`src/rtl/core/ovc_pkg.sv`:
```
// Shared constants, types and state codes of the oversampled ADC reference corrector.
package ovc_pkg;

  localparam int SAMPLE_BITS  = 12;
  localparam int CNT_BITS     = 16;
  localparam int VCAL_BITS    = 12;
  localparam int OUT_BITS     = 16;
  localparam int SUM_BITS     = SAMPLE_BITS + CNT_BITS;
  localparam int PROD_BITS    = SUM_BITS + VCAL_BITS;
  localparam int CFG_BITS     = 16;
  localparam int CFG_IDX_BITS = 1;
  localparam int JOB_DEPTH    = 2;
  localparam int JOB_PTR_BITS = $clog2(JOB_DEPTH);
  localparam int JOB_CNT_BITS = $clog2(JOB_DEPTH + 1);
  localparam int STEP_BITS    = $clog2(SUM_BITS);

  localparam logic [CNT_BITS-1:0]  OVS_RESET  = CNT_BITS'(1);
  localparam logic [VCAL_BITS-1:0] VCAL_RESET = VCAL_BITS'(1489);

  typedef enum logic [CFG_IDX_BITS-1:0] {
    REG_OVERSAMPLE = 1'b0,
    REG_VREF_CAL   = 1'b1
  } cfg_reg_t;

  typedef struct packed {
    logic [SUM_BITS-1:0]  target_sum;
    logic [SUM_BITS-1:0]  ref_sum;
    logic [CNT_BITS-1:0]  n;
    logic [VCAL_BITS-1:0] vcal;
  } job_t;

  typedef struct packed {
    logic avail;
    job_t job;
  } job_rd_t;

  typedef enum logic [2:0] {
    ST_IDLE,
    ST_AVG,
    ST_MUL,
    ST_CHECK,
    ST_DIV,
    ST_DONE
  } back_state_t;

endpackage

```
`src/rtl/core/ovc_front.sv`:
```
// Front end: accumulates sample pairs and issues one job per completed block.
module ovc_front import ovc_pkg::*; (
  input  logic                   clk,
  input  logic                   rst_n,
  input  logic                   push,
  output logic                   full,
  input  logic [SAMPLE_BITS-1:0] target_sample,
  input  logic [SAMPLE_BITS-1:0] vref_sample,
  input  logic [CNT_BITS-1:0]    oversample_count,
  input  logic [VCAL_BITS-1:0]   vref_cal,
  input  logic                   job_full,
  output logic                   job_push,
  output job_t                   job_wdata
);

  logic [SUM_BITS-1:0] target_sum_r, target_sum_nxt;
  logic [SUM_BITS-1:0] ref_sum_r, ref_sum_nxt;
  logic [CNT_BITS-1:0] pair_count_r, pair_count_nxt;
  logic [SUM_BITS-1:0] t_add, r_add;
  logic [CNT_BITS-1:0] cnt_inc, n_eff;
  logic                accept, last;

  assign full    = job_full;
  assign accept  = push && !job_full;
  assign n_eff   = (oversample_count == '0) ? CNT_BITS'(1) : oversample_count;
  assign cnt_inc = pair_count_r + CNT_BITS'(1);
  assign last    = !(cnt_inc < n_eff);
  assign t_add   = target_sum_r + SUM_BITS'(target_sample);
  assign r_add   = ref_sum_r + SUM_BITS'(vref_sample);

  assign job_push             = accept && last;
  assign job_wdata.target_sum = t_add;
  assign job_wdata.ref_sum    = r_add;
  assign job_wdata.n          = n_eff;
  assign job_wdata.vcal       = vref_cal;

  always_comb begin
    target_sum_nxt = target_sum_r;
    ref_sum_nxt    = ref_sum_r;
    pair_count_nxt = pair_count_r;
    if (accept) begin
      if (last) begin
        target_sum_nxt = '0;
        ref_sum_nxt    = '0;
        pair_count_nxt = '0;
      end else begin
        target_sum_nxt = t_add;
        ref_sum_nxt    = r_add;
        pair_count_nxt = cnt_inc;
      end
    end
  end

  always_ff @(posedge clk) begin
    if (!rst_n) begin
      target_sum_r <= '0;
      ref_sum_r    <= '0;
      pair_count_r <= '0;
    end else begin
      target_sum_r <= target_sum_nxt;
      ref_sum_r    <= ref_sum_nxt;
      pair_count_r <= pair_count_nxt;
    end
  end

endmodule

```
`src/rtl/core/ovc_job_fifo.sv`:
```
// Short job queue between the accumulating front end and the arithmetic back end.
module ovc_job_fifo import ovc_pkg::*; (
  input  logic    clk,
  input  logic    rst_n,
  input  logic    wr_en,
  input  job_t    wr_data,
  output logic    wr_full,
  input  logic    rd_en,
  output job_rd_t rd
);

  job_t                    mem_r [JOB_DEPTH];
  logic [JOB_PTR_BITS-1:0] wptr_r, wptr_nxt;
  logic [JOB_PTR_BITS-1:0] rptr_r, rptr_nxt;
  logic [JOB_CNT_BITS-1:0] count_r, count_nxt;
  logic                    do_wr, do_rd;

  assign wr_full  = (count_r == JOB_CNT_BITS'(JOB_DEPTH));
  assign rd.avail = (count_r != '0);
  assign rd.job   = mem_r[rptr_r];
  assign do_wr    = wr_en && !wr_full;
  assign do_rd    = rd_en && rd.avail;

  always_comb begin
    wptr_nxt  = wptr_r;
    rptr_nxt  = rptr_r;
    count_nxt = count_r;
    if (do_wr) begin
      wptr_nxt = (wptr_r == JOB_PTR_BITS'(JOB_DEPTH - 1)) ? '0 : wptr_r + JOB_PTR_BITS'(1);
    end
    if (do_rd) begin
      rptr_nxt = (rptr_r == JOB_PTR_BITS'(JOB_DEPTH - 1)) ? '0 : rptr_r + JOB_PTR_BITS'(1);
    end
    if (do_wr && !do_rd) begin
      count_nxt = count_r + JOB_CNT_BITS'(1);
    end else if (do_rd && !do_wr) begin
      count_nxt = count_r - JOB_CNT_BITS'(1);
    end
  end

  always_ff @(posedge clk) begin
    if (do_wr) begin
      mem_r[wptr_r] <= wr_data;
    end
  end

  always_ff @(posedge clk) begin
    if (!rst_n) begin
      wptr_r  <= '0;
      rptr_r  <= '0;
      count_r <= '0;
    end else begin
      wptr_r  <= wptr_nxt;
      rptr_r  <= rptr_nxt;
      count_r <= count_nxt;
    end
  end

endmodule

```
`src/rtl/core/ovc_back.sv`:
```
// Back end: bit-serial averaging, calibration multiply, corrected division and result word.
module ovc_back import ovc_pkg::*; (
  input  logic                 clk,
  input  logic                 rst_n,
  input  job_rd_t              job,
  output logic                 job_pop,
  output logic                 empty,
  input  logic                 pop,
  output logic [OUT_BITS-1:0]  corrected_value,
  output logic                 saturated,
  output logic                 ref_zero_error
);

  back_state_t state_r, state_nxt;

  logic [STEP_BITS-1:0] step_r;
  logic [SUM_BITS-1:0]  tq_r, rq_r;
  logic [CNT_BITS-1:0]  trem_r, rrem_r, n_r;
  logic [VCAL_BITS-1:0] vcal_r;
  logic [PROD_BITS-1:0] prod_r;
  logic [SUM_BITS-1:0]  qrem_r;
  logic [OUT_BITS-1:0]  qq_r;
  logic [OUT_BITS-1:0]  res_val_r;
  logic                 res_sat_r, res_err_r;
  logic                 out_valid_r;
  logic [OUT_BITS-1:0]  out_val_r;
  logic                 out_sat_r, out_err_r;

  logic                 load, step_avg, do_mul, do_check, step_div, out_load;
  logic                 avg_last, div_last, slot_free, sat_hit;
  logic [CNT_BITS:0]    tsh, rsh;
  logic                 tge, rge;
  logic [SUM_BITS:0]    qsh;
  logic                 qge;
  logic [SUM_BITS-1:0]  prod_hi;

  assign avg_last  = (step_r == STEP_BITS'(SUM_BITS - 1));
  assign div_last  = (step_r == STEP_BITS'(OUT_BITS - 1));
  assign slot_free = !out_valid_r || pop;

  // restoring division steps
  assign tsh = {trem_r, tq_r[SUM_BITS-1]};
  assign rsh = {rrem_r, rq_r[SUM_BITS-1]};
  assign tge = (tsh >= {1'b0, n_r});
  assign rge = (rsh >= {1'b0, n_r});
  assign qsh = {qrem_r, qq_r[OUT_BITS-1]};
  assign qge = (qsh >= {1'b0, rq_r});

  assign prod_hi = SUM_BITS'(prod_r[PROD_BITS-1:OUT_BITS]);
  assign sat_hit = (prod_hi >= rq_r);

  always_comb begin
    state_nxt = state_r;
    case (state_r)
      ST_IDLE:  if (job.avail) state_nxt = ST_AVG;
      ST_AVG:   if (avg_last) state_nxt = ST_MUL;
      ST_MUL:   state_nxt = ST_CHECK;
      ST_CHECK: begin
        if (rq_r == '0 || sat_hit) begin
          state_nxt = ST_DONE;
        end else begin
          state_nxt = ST_DIV;
        end
      end
      ST_DIV:   if (div_last) state_nxt = ST_DONE;
      ST_DONE:  if (slot_free) state_nxt = ST_IDLE;
      default:  state_nxt = ST_IDLE;
    endcase
  end

  always_comb begin
    load     = 1'b0;
    step_avg = 1'b0;
    do_mul   = 1'b0;
    do_check = 1'b0;
    step_div = 1'b0;
    out_load = 1'b0;
    case (state_r)
      ST_IDLE:  load     = job.avail;
      ST_AVG:   step_avg = 1'b1;
      ST_MUL:   do_mul   = 1'b1;
      ST_CHECK: do_check = 1'b1;
      ST_DIV:   step_div = 1'b1;
      ST_DONE:  out_load = slot_free;
      default:  load     = 1'b0;
    endcase
  end

  assign job_pop = load;

  always_ff @(posedge clk) begin
    if (load) begin
      tq_r   <= job.job.target_sum;
      rq_r   <= job.job.ref_sum;
      n_r    <= job.job.n;
      vcal_r <= job.job.vcal;
      trem_r <= '0;
      rrem_r <= '0;
      step_r <= '0;
    end
    if (step_avg) begin
      tq_r   <= {tq_r[SUM_BITS-2:0], tge};
      rq_r   <= {rq_r[SUM_BITS-2:0], rge};
      trem_r <= tge ? CNT_BITS'(tsh - {1'b0, n_r}) : tsh[CNT_BITS-1:0];
      rrem_r <= rge ? CNT_BITS'(rsh - {1'b0, n_r}) : rsh[CNT_BITS-1:0];
      step_r <= step_r + STEP_BITS'(1);
    end
    if (do_mul) begin
      prod_r <= PROD_BITS'(tq_r) * PROD_BITS'(vcal_r);
    end
    if (do_check) begin
      qrem_r    <= prod_hi;
      qq_r      <= prod_r[OUT_BITS-1:0];
      step_r    <= '0;
      res_err_r <= (rq_r == '0);
      res_sat_r <= (rq_r != '0) && sat_hit;
      res_val_r <= (rq_r == '0) ? '0 : '1;
    end
    if (step_div) begin
      qq_r      <= {qq_r[OUT_BITS-2:0], qge};
      qrem_r    <= qge ? SUM_BITS'(qsh - {1'b0, rq_r}) : qsh[SUM_BITS-1:0];
      step_r    <= step_r + STEP_BITS'(1);
      res_val_r <= {qq_r[OUT_BITS-2:0], qge};
    end
    if (out_load) begin
      out_val_r <= res_val_r;
      out_sat_r <= res_sat_r;
      out_err_r <= res_err_r;
    end
  end

  always_ff @(posedge clk) begin
    if (!rst_n) begin
      state_r     <= ST_IDLE;
      out_valid_r <= 1'b0;
    end else begin
      state_r <= state_nxt;
      if (out_load) begin
        out_valid_r <= 1'b1;
      end else if (pop) begin
        out_valid_r <= 1'b0;
      end
    end
  end

  assign empty           = !out_valid_r;
  assign corrected_value = out_val_r;
  assign saturated       = out_sat_r;
  assign ref_zero_error  = out_err_r;

endmodule

```
`src/rtl/core/oversampled_adc_vref_corrector.sv`:
```
// Top level of the oversampled ADC reference corrector: configuration registers and wiring.
//
// Each accepted word is one pair of codes (measured channel, internal reference). Every
// pair, also one that closes a block, is taken while the job queue is not full. The pair
// that closes a block of oversample_count pairs hands both sums to the arithmetic back
// end, which per result takes the job from the queue, runs the two bit-serial averaging
// dividers side by side, does the calibration multiply and the zero and overflow check,
// runs the bit-serial corrected division and loads the result word. A zero reference
// average or an overflow skips the division. The back end holds a finished result while
// a result word is still held. Up to two finished blocks wait in the job queue, so input
// keeps flowing while the back end works; full rises only when that queue holds two jobs.
// A zero oversample_count acts as one. A zero reference average gives value 0 with
// ref_zero_error set; a quotient above 65535 is clamped and flagged as saturated.
module oversampled_adc_vref_corrector import ovc_pkg::*; (
  input  logic                    clk,
  input  logic                    rst_n,
  input  logic                    push,
  output logic                    full,
  input  logic [SAMPLE_BITS-1:0]  in_target_sample,
  input  logic [SAMPLE_BITS-1:0]  in_vref_sample,
  output logic                    empty,
  input  logic                    pop,
  output logic [OUT_BITS-1:0]     out_corrected_value,
  output logic                    out_saturated,
  output logic                    out_ref_zero_error,
  input  logic                    cfg_wr_en,
  input  logic [CFG_IDX_BITS-1:0] cfg_index,
  input  logic [CFG_BITS-1:0]     cfg_data
);

  logic [CNT_BITS-1:0]  oversample_count_r;
  logic [VCAL_BITS-1:0] vref_cal_r;
  logic                 job_full, job_push, job_pop;
  job_t                 job_wdata;
  job_rd_t              job_rd;

  always_ff @(posedge clk) begin
    if (!rst_n) begin
      oversample_count_r <= OVS_RESET;
      vref_cal_r         <= VCAL_RESET;
    end else if (cfg_wr_en) begin
      case (cfg_reg_t'(cfg_index))
        REG_OVERSAMPLE: oversample_count_r <= cfg_data[CNT_BITS-1:0];
        REG_VREF_CAL:   vref_cal_r         <= cfg_data[VCAL_BITS-1:0];
        default:        vref_cal_r         <= vref_cal_r;
      endcase
    end
  end

  ovc_front u_front (
    .clk              (clk),
    .rst_n            (rst_n),
    .push             (push),
    .full             (full),
    .target_sample    (in_target_sample),
    .vref_sample      (in_vref_sample),
    .oversample_count (oversample_count_r),
    .vref_cal         (vref_cal_r),
    .job_full         (job_full),
    .job_push         (job_push),
    .job_wdata        (job_wdata)
  );

  ovc_job_fifo u_job_fifo (
    .clk     (clk),
    .rst_n   (rst_n),
    .wr_en   (job_push),
    .wr_data (job_wdata),
    .wr_full (job_full),
    .rd_en   (job_pop),
    .rd      (job_rd)
  );

  ovc_back u_back (
    .clk             (clk),
    .rst_n           (rst_n),
    .job             (job_rd),
    .job_pop         (job_pop),
    .empty           (empty),
    .pop             (pop),
    .corrected_value (out_corrected_value),
    .saturated       (out_saturated),
    .ref_zero_error  (out_ref_zero_error)
  );

endmodule

```
`config.mk`:
```
export PLATFORM = sky130hd
export DESIGN_NAME = oversampled_adc_vref_corrector
export DESIGN_NICKNAME = d
export VERILOG_FILES = /design/src/rtl/core/ovc_pkg.sv /design/src/rtl/core/ovc_front.sv /design/src/rtl/core/ovc_job_fifo.sv /design/src/rtl/core/ovc_back.sv /design/src/rtl/core/oversampled_adc_vref_corrector.sv
export SDC_FILE = /design/constraint.sdc
export NUM_CORES = 2
export LEC_CHECK = 0
export BUFFER_PORTS_ARGS = -buffer_cell sky130_fd_sc_hd__buf_4
export CAP_MARGIN = 20
export CORE_ASPECT_RATIO = 1.1
export CORE_MARGIN = 10
export CORE_UTILIZATION = 40
export CTS_CLUSTER_SIZE = 10
export DETAILED_ROUTE_END_ITERATION = 12
export SYNTH_ARGS = -nofsm -noshare
export SYNTH_HDL_FRONTEND = slang
export SYNTH_SLANG_ARGS = --single-unit
```
`constraint.sdc`:
```
create_clock -name clk -period 8.7 [get_ports clk]
set_input_delay 0.435 -clock clk [delete_from_list [all_inputs] [get_ports clk]]
set_output_delay 0.435 -clock clk [all_outputs]
set_load 0.03 [all_outputs]
```
### Word level (Yosys, flattened, before mapping)

Memory sizes are Yosys's and may differ from the RTL's. A register that Yosys moved wholly into a read port is not among the register bits.
Index checks and enable logic that the tools add are counted.

| storage, ports and cells | value |
|---|---|
| output and inout bits | 20 |
| input port bits | 46 |
| register bits | 349 |
| memories | 1 |
| memory bits (writable) | 168 |

| cells by class | value |
|---|---|
| muxes and demuxes | 47 |
| magnitude comparators | 5 |
| multipliers | 1 |
| bitwise logic cells | 1 |
| reductions and logical operators | 27 |
| equal/unequal tests | 12 |
| $add $sub $neg | 11 |

Memory list:

| memory | words | bits a word | rd ports | clocked after Yosys merged registers in | write ports | RTL line | RTL |
|---|---|---|---|---|---|---|---|
| u_job_fifo.mem_r | 2 | 84 | 1 | 1 | 1 | ovc_job_fifo.sv:12 | `job_t mem_r [JOB_DEPTH];` |

Operator list:

| cell | count |
|---|---|
| 28-bit two-way mux | 9 |
| 16-bit two-way mux | 12 |
| 28-bit by 12-bit adder with 28-bit output | 2 |
| 28-bit by 12-bit multiplier with 40-bit output | 1 |
| 17-bit by 16-bit >= comparator with 1-bit output | 2 |
| 16-bit subtractor | 2 |
| 29-bit by 28-bit >= comparator with 1-bit output | 1 |
| 24-bit by 28-bit >= comparator with 1-bit output | 1 |
| 28-bit logical NOT | 1 |
| 28-bit nonzero test | 1 |
| 28-bit subtractor | 1 |
| 5-bit two-way mux | 4 |
| 3-bit case mux with 6 select lines | 1 |
| 16-bit by 1-bit adder with 16-bit output (second input constant) | 1 |
| 16-bit logical NOT | 1 |
| 16-bit < comparator | 1 |
| 1-bit two-way mux | 15 |
| 3-bit two-way mux | 4 |
| 2-bit nonzero test | 5 |
| 2-bit by 1-bit inequality test with 1-bit output (second input constant) | 4 |
| 1-bit logical AND | 7 |
| 3-bit by 2-bit == test with 1-bit output (second input constant) | 2 |
| 3-bit == test (second input constant) | 2 |
| 5-bit by 1-bit adder with 5-bit output (second input constant) | 1 |
| other kinds (15) | 23 |

### Depth between registers and ports, before layout

| logic depth | value |
|---|---|
| depth after elaboration | 10 |
| depth in mapped cells | 24 |
| depth with buffers taken out | 22 |

### Cells and area by module

A second synthesis with hierarchy kept.

| second synthesis, totals | value |
|---|---|
| cells, all modules | 3499 |
| area total of the unflattened synthesis | 35982.0 sq um |

By module, submodules not included:

| module | area an instance (sq um) | cells an instance | instances |
|---|---|---|---|
| ovc_back | 23381.2 | 2413 | 1 |
| ovc_job_fifo | 6312.3 | 286 | 1 |
| ovc_front | 5163.7 | 681 | 1 |
| oversampled_adc_vref_corrector | 1124.8 | 119 | 1 |

### Least setup slack after synthesis

Ideal clock, no wire load.

| timing | value |
|---|---|
| path kind | reg-to-reg |
| from | register u_front.pair_count_r[0] |
| to | memory u_job_fifo.mem_r[0][0] in the netlist's numbering, enable pin |
| stages on the path, launching flop included | 16 |
| library setup time | 0.632 ns |
| data arrival time | 8.423 ns |
| slack | -0.355 ns |
| path through | dfxtp_1 -> ha_1 -> and3_1 -> and3_1 -> and3_1 -> and3_1 -> nand3_1 -> xnor2_1 -> ha_1 -> nand4_1 -> a21oi_1 -> o21ai_1 -> and2_1 -> buf_2 -> buf_2 -> nor3_1 |

| on the way | value |
|---|---|
| word-level cells in the longest chain between the ends | 7 |

Ends and longest elaborated chain:

| element | RTL line | RTL |
|---|---|---|
| from (decl) | ovc_front.sv:18 | `logic [CNT_BITS-1:0] pair_count_r, pair_count_nxt;` |
| from (signal assigned) | ovc_front.sv:62 | `pair_count_r <= pair_count_nxt;` |
| 16-bit by 1-bit adder with 16-bit output | ovc_front.sv:26 | `assign cnt_inc = pair_count_r + CNT_BITS'(1);` |
| 16-bit < comparator | ovc_front.sv:27 | `assign last = !(cnt_inc < n_eff);` |
| 1-bit logical NOT | ovc_front.sv:27 |  |
| 1-bit logical AND | ovc_front.sv:31 | `assign job_push = accept && last;` |
| 1-bit logical AND | ovc_job_fifo.sv:21 | `assign do_wr = wr_en && !wr_full;` |
| 1-bit two-way mux | ovc_job_fifo.sv:42 | `if (do_wr) begin` |
| 1-bit two-way mux (not written as such) | ovc_job_fifo.sv:43 | `mem_r[wptr_r] <= wr_data;` |
| to (decl) | ovc_job_fifo.sv:12 |  |

No other way between the ends.

### Worst setup path after layout

| timing | value |
|---|---|
| from | register u_back.vcal_r[3] |
| to | register u_back.prod_r[38] (data pin) |

| on the way | value |
|---|---|
| word-level cells in the longest chain between the ends | 1 |

Ends and longest elaborated chain:

| element | RTL line | RTL |
|---|---|---|
| from (decl) | ovc_back.sv:19 | `logic [VCAL_BITS-1:0] vcal_r;` |
| from (signal assigned) | ovc_back.sv:96 | `vcal_r <= job.job.vcal;` |
| 28-bit by 12-bit multiplier with 40-bit output | ovc_back.sv:109 | `prod_r <= PROD_BITS'(tq_r) * PROD_BITS'(vcal_r);` |
| to (signal assigned) | ovc_back.sv:109 |  |
| to (decl) | ovc_back.sv:20 | `logic [PROD_BITS-1:0] prod_r;` |

No other way between the ends.
A chain may end at the register's enable or synchronous reset.

==> out/summary.txt <==
status -> finished clean
DRT iter0 DRCs -> 1435
layout cells sized above 1 -> 6.60%
CP max stage cell -> edfxtp_1
Post-CTS Setup Repair Bufs -> 0
Via Count -> 24300
clk root buf -> clkbuf_16
Cell Area, Synth -> 0.0358 mm^2
H-tree Lvls -> 2
largest net degree at the start of global routing -> 81
Synth top area share -> 34.3%
Synth Area in Compound Gates -> 10.5%
setup ws final -> 2000 ps
Post-synth EDFFs -> 409
hpwl dp -> 58.9 mm
die area -> 0.102 mm^2
Yosys Warn Count -> 0
maxcap violations -> 0
Largest stage delay, worst path -> 600 ps
Initial Util -> 40.5%
CP max FO -> 17
gpl congestion -> 0.844
largest family of logic cells by synthesized area -> adder cells
Std-Cell Core Area -> 0.0883 mm^2
Seq/Total Area, Yosys -> 40.4%
CP startpoint kind -> flop
Max-slew headroom -> 31.3%
gr usage total -> 15.9%
post-route minimum period -> 6700 ps
Synth Flop Type -> edfxtp_1
row count -> 114
Hold Slack -> 46.1 ps
Routed WL -> 80.6 mm
Avg Cell Area, Syn -> 10.2 um^2
vias per inst -> 5.16
initial antenna violation count -> 0
Cells after Synth -> 3521
Die Height -> 334 um
Clk Latency, worst-skew pair -> 630 ps
syn nets -> 4037
nets@finish -> 4016
count of cell types in the netlist -> 72
Num Clock Sinks -> 518
fraction of the mapped netlist area in adder cells -> 22.0%
WP buf/inv -> 4
CTS tree -> done
RSZ-0062 raised after global routing -> no
Final setup viols -> 0
fin util -> 44.3%
mux contribution to synthesized area -> 2.82%
delay-heaviest family, CP -> adder cells
IO Pins -> 66
Syn-to-layout area delta -> 9.47%
Max Clk Rate -> 149 MHz
Remaining Overflow, GRT -> 0
Die Span X -> 305 um
Simple-Gate Fraction of Synth Area -> 14.4%
most frequent CP cell -> fa_1
async set-reset flop share out of synthesis -> 0%
CP Data Required Time -> 9070 ps
Max Slew Vio Count -> 0
total CTS buffers -> 60
Setup CP Type -> reg2reg
slew of the pin with the lowest slew margin -> 1030 ps
xor and xnor area share after synthesis -> 3.53%
Worst Setup End Kind -> flop
WL/cell -> 17.1 um
number of antenna-violating nets in the routed design -> 0
Post-route DRC -> 0
Fill cells -> 8344
vias in the first global route -> 24800
drt first pass iters -> 7
crit path DAT -> 7070 ps
leading area contributor after synthesis -> edfxtp_1
dpl ws -> 1790 ps
Hold Vio Cnt, Final -> 0
Max clock buf depth -> 3
Hold WC Path Type -> in2reg
Final period util -> 77.0%
worst clock skew -> 62.2 ps
synth top area cells -> edfxtp_1 (34%), fa_1 (15%), ha_1 (7.2%), dfxtp_1 (6.1%), nand2_1 (5.8%)
worst path cell trace -> buf_4, nand2_1, fa_1, fa_1, inv_1, fa_1, fa_1, inv_1, fa_1, inv_1, ha_1, and3_1, a221oi_1, o21ai_0, o21ai_0, a31oi_1, a221oi_2, a211oi_1, o21ai_0, a21oi_1, xor2_1
first-pass GRT wire length -> 133 mm
Port Buffer Count -> 65
setup_tns -> 0 ps
synthesized flop and latch total -> 518
CTS clk-pin slew, worst paths -> 60 ps
path summary, 6_finish.rpt:
path	startpoint	to	slack, ps	cells past startpoint
setup / recovery	u_back.vcal_r[3]$_DFFE_PP_	u_back.prod_r[38]$_DFFE_PP_	2000	21
hold / removal	cfg_data[0]	oversample_count_r[0]$_SDFFE_PN1P_	50	3
setup reg to reg	u_back.vcal_r[3]$_DFFE_PP_	u_back.prod_r[38]$_DFFE_PP_	2000	21
hold reg to reg	u_back.res_val_r[13]$_DFFE_PP_	u_back.corrected_value[13]$_DFFE_PP_	420	0
placed cells by master (no fill, tap or decap), drive strengths merged, types with 31 or more instances in the layout:
cell,netlist,layout
a21boi,59,59
a21o,78,78
a21oi,149,149
and2,126,126
buf,25,100
clkbuf,159,102
dfxtp,109,109
edfxtp,409,409
fa,265,265
ha,205,205
inv,412,413
mux2i,68,68
nand2,550,550
nand2b,33,33
nand3,79,79
nor2,125,125
nor2b,43,43
nor3,37,37
o21a,31,31
o21ai,162,162
xnor2,92,92
xor2,52,52
state kept, by name, summed over array words and instances (netlist names), 28 cells and up, named ones only:
| register | cells |
|---|---|
| u_back.qrem_r | 28 |
| u_job_fifo.mem_r | 168 |
| u_back.prod_r | 40 |
| u_back.tq_r | 28 |
| u_back.rq_r | 28 |
| u_front.target_sum_r | 28 |
| u_front.ref_sum_r | 28 |
cell type report:
class / count / area, um^2 / share of cell area (%)
Timing Repair Buffer: 101 / 805 / 2.05
Tap cell: 1160 / 1450 / 3.71
Inverter: 412 / 1550 / 3.95
Multi-Input combinational cell: 2407 / 19100 / 48.8
Sequential cell: 518 / 14500 / 36.9
Antenna cell: 1 / 2.50 / 0.00639
Clock buffer: 102 / 1720 / 4.39
Clock inverter: 6 / 55.1 / 0.141
stage by stage:
step,area (um^2),instances
detailed placement,37300,4594
global route,39200,4706
floorplan,35800,3521
finish,39200,4707
CTS,39100,4703
global placement,37300,4594
cells in the mapped netlist (4+ instances only):
master      n
inv_1     411
a31o_2      4
ha_1      205
o32ai_1    13
o21a_1     31
buf_1       9
edfxtp_1  409
nor4_1     12
and2_1    125
o21ai_0   156
a22oi_1     7
o211ai_1    7
nand3b_1    4
mux2i_1    68
nor3_1     37
o21ai_1     5
nor2b_1    43
buf_2      15
or2_2       7
o31ai_1     5
nand4b_1    8
nor2_1    125
and4_1      5
a21oi_1   149
a211oi_1   16
nand3_1    78
o21bai_1    7
a31oi_1    14
fa_1      265
clkbuf_1  159
a21o_1     78
a21boi_0   56
nand2_1   550
mux2_2     29
xnor2_1    92
xor2_1     52
or3_1      20
and3_1     24
nand4_1    28
dfxtp_1   109
nand2b_1   33
cell families (layout without fill, tap and decap cells):
logic type               count (synthesis)  after routing
adder cells (fa/ha/maj)                470            470
other                                    0              1
buffers and inverters                  596            621
multiplexers                            97             97
XOR/XNOR                               144            144
AO/OA/AOI/OAI                          590            590
flip-flops                             518            518
AND/OR/NAND/NOR                       1106           1106
worst reg2reg max path, cell delays in order, from the launching register on:
cell	delay [ps]
edfxtp_1	600
buf_4	330
nand2_1	110
fa_1	480
fa_1	520
inv_1	50
fa_1	480
fa_1	560
inv_1	60
fa_1	540
inv_1	50
ha_1	360
and3_1	210
a221oi_1	290
o21ai_0	170
o21ai_0	330
a31oi_1	230
a221oi_2	420
a211oi_1	150
o21ai_0	240
a21oi_1	130
xor2_1	160
layer usage:
layer  share of wire [%]  global-route usage [%]
met5                   0                       0
met4                 2.3                    4.19
met2                  47                    26.4
met1                  47                    21.5
met3                 4.1                    2.16
repair_timing:
item,4_1_cts,5_1_grt
hold buffers,1,0
hold endpoints to repair,1,0
endpoints found under the setup margin,0,0
resized for setup,0,0
Power is left out: the tool's default activity adds up to more than one toggle a clock period on the data nets, which glitch-free logic cannot reach.
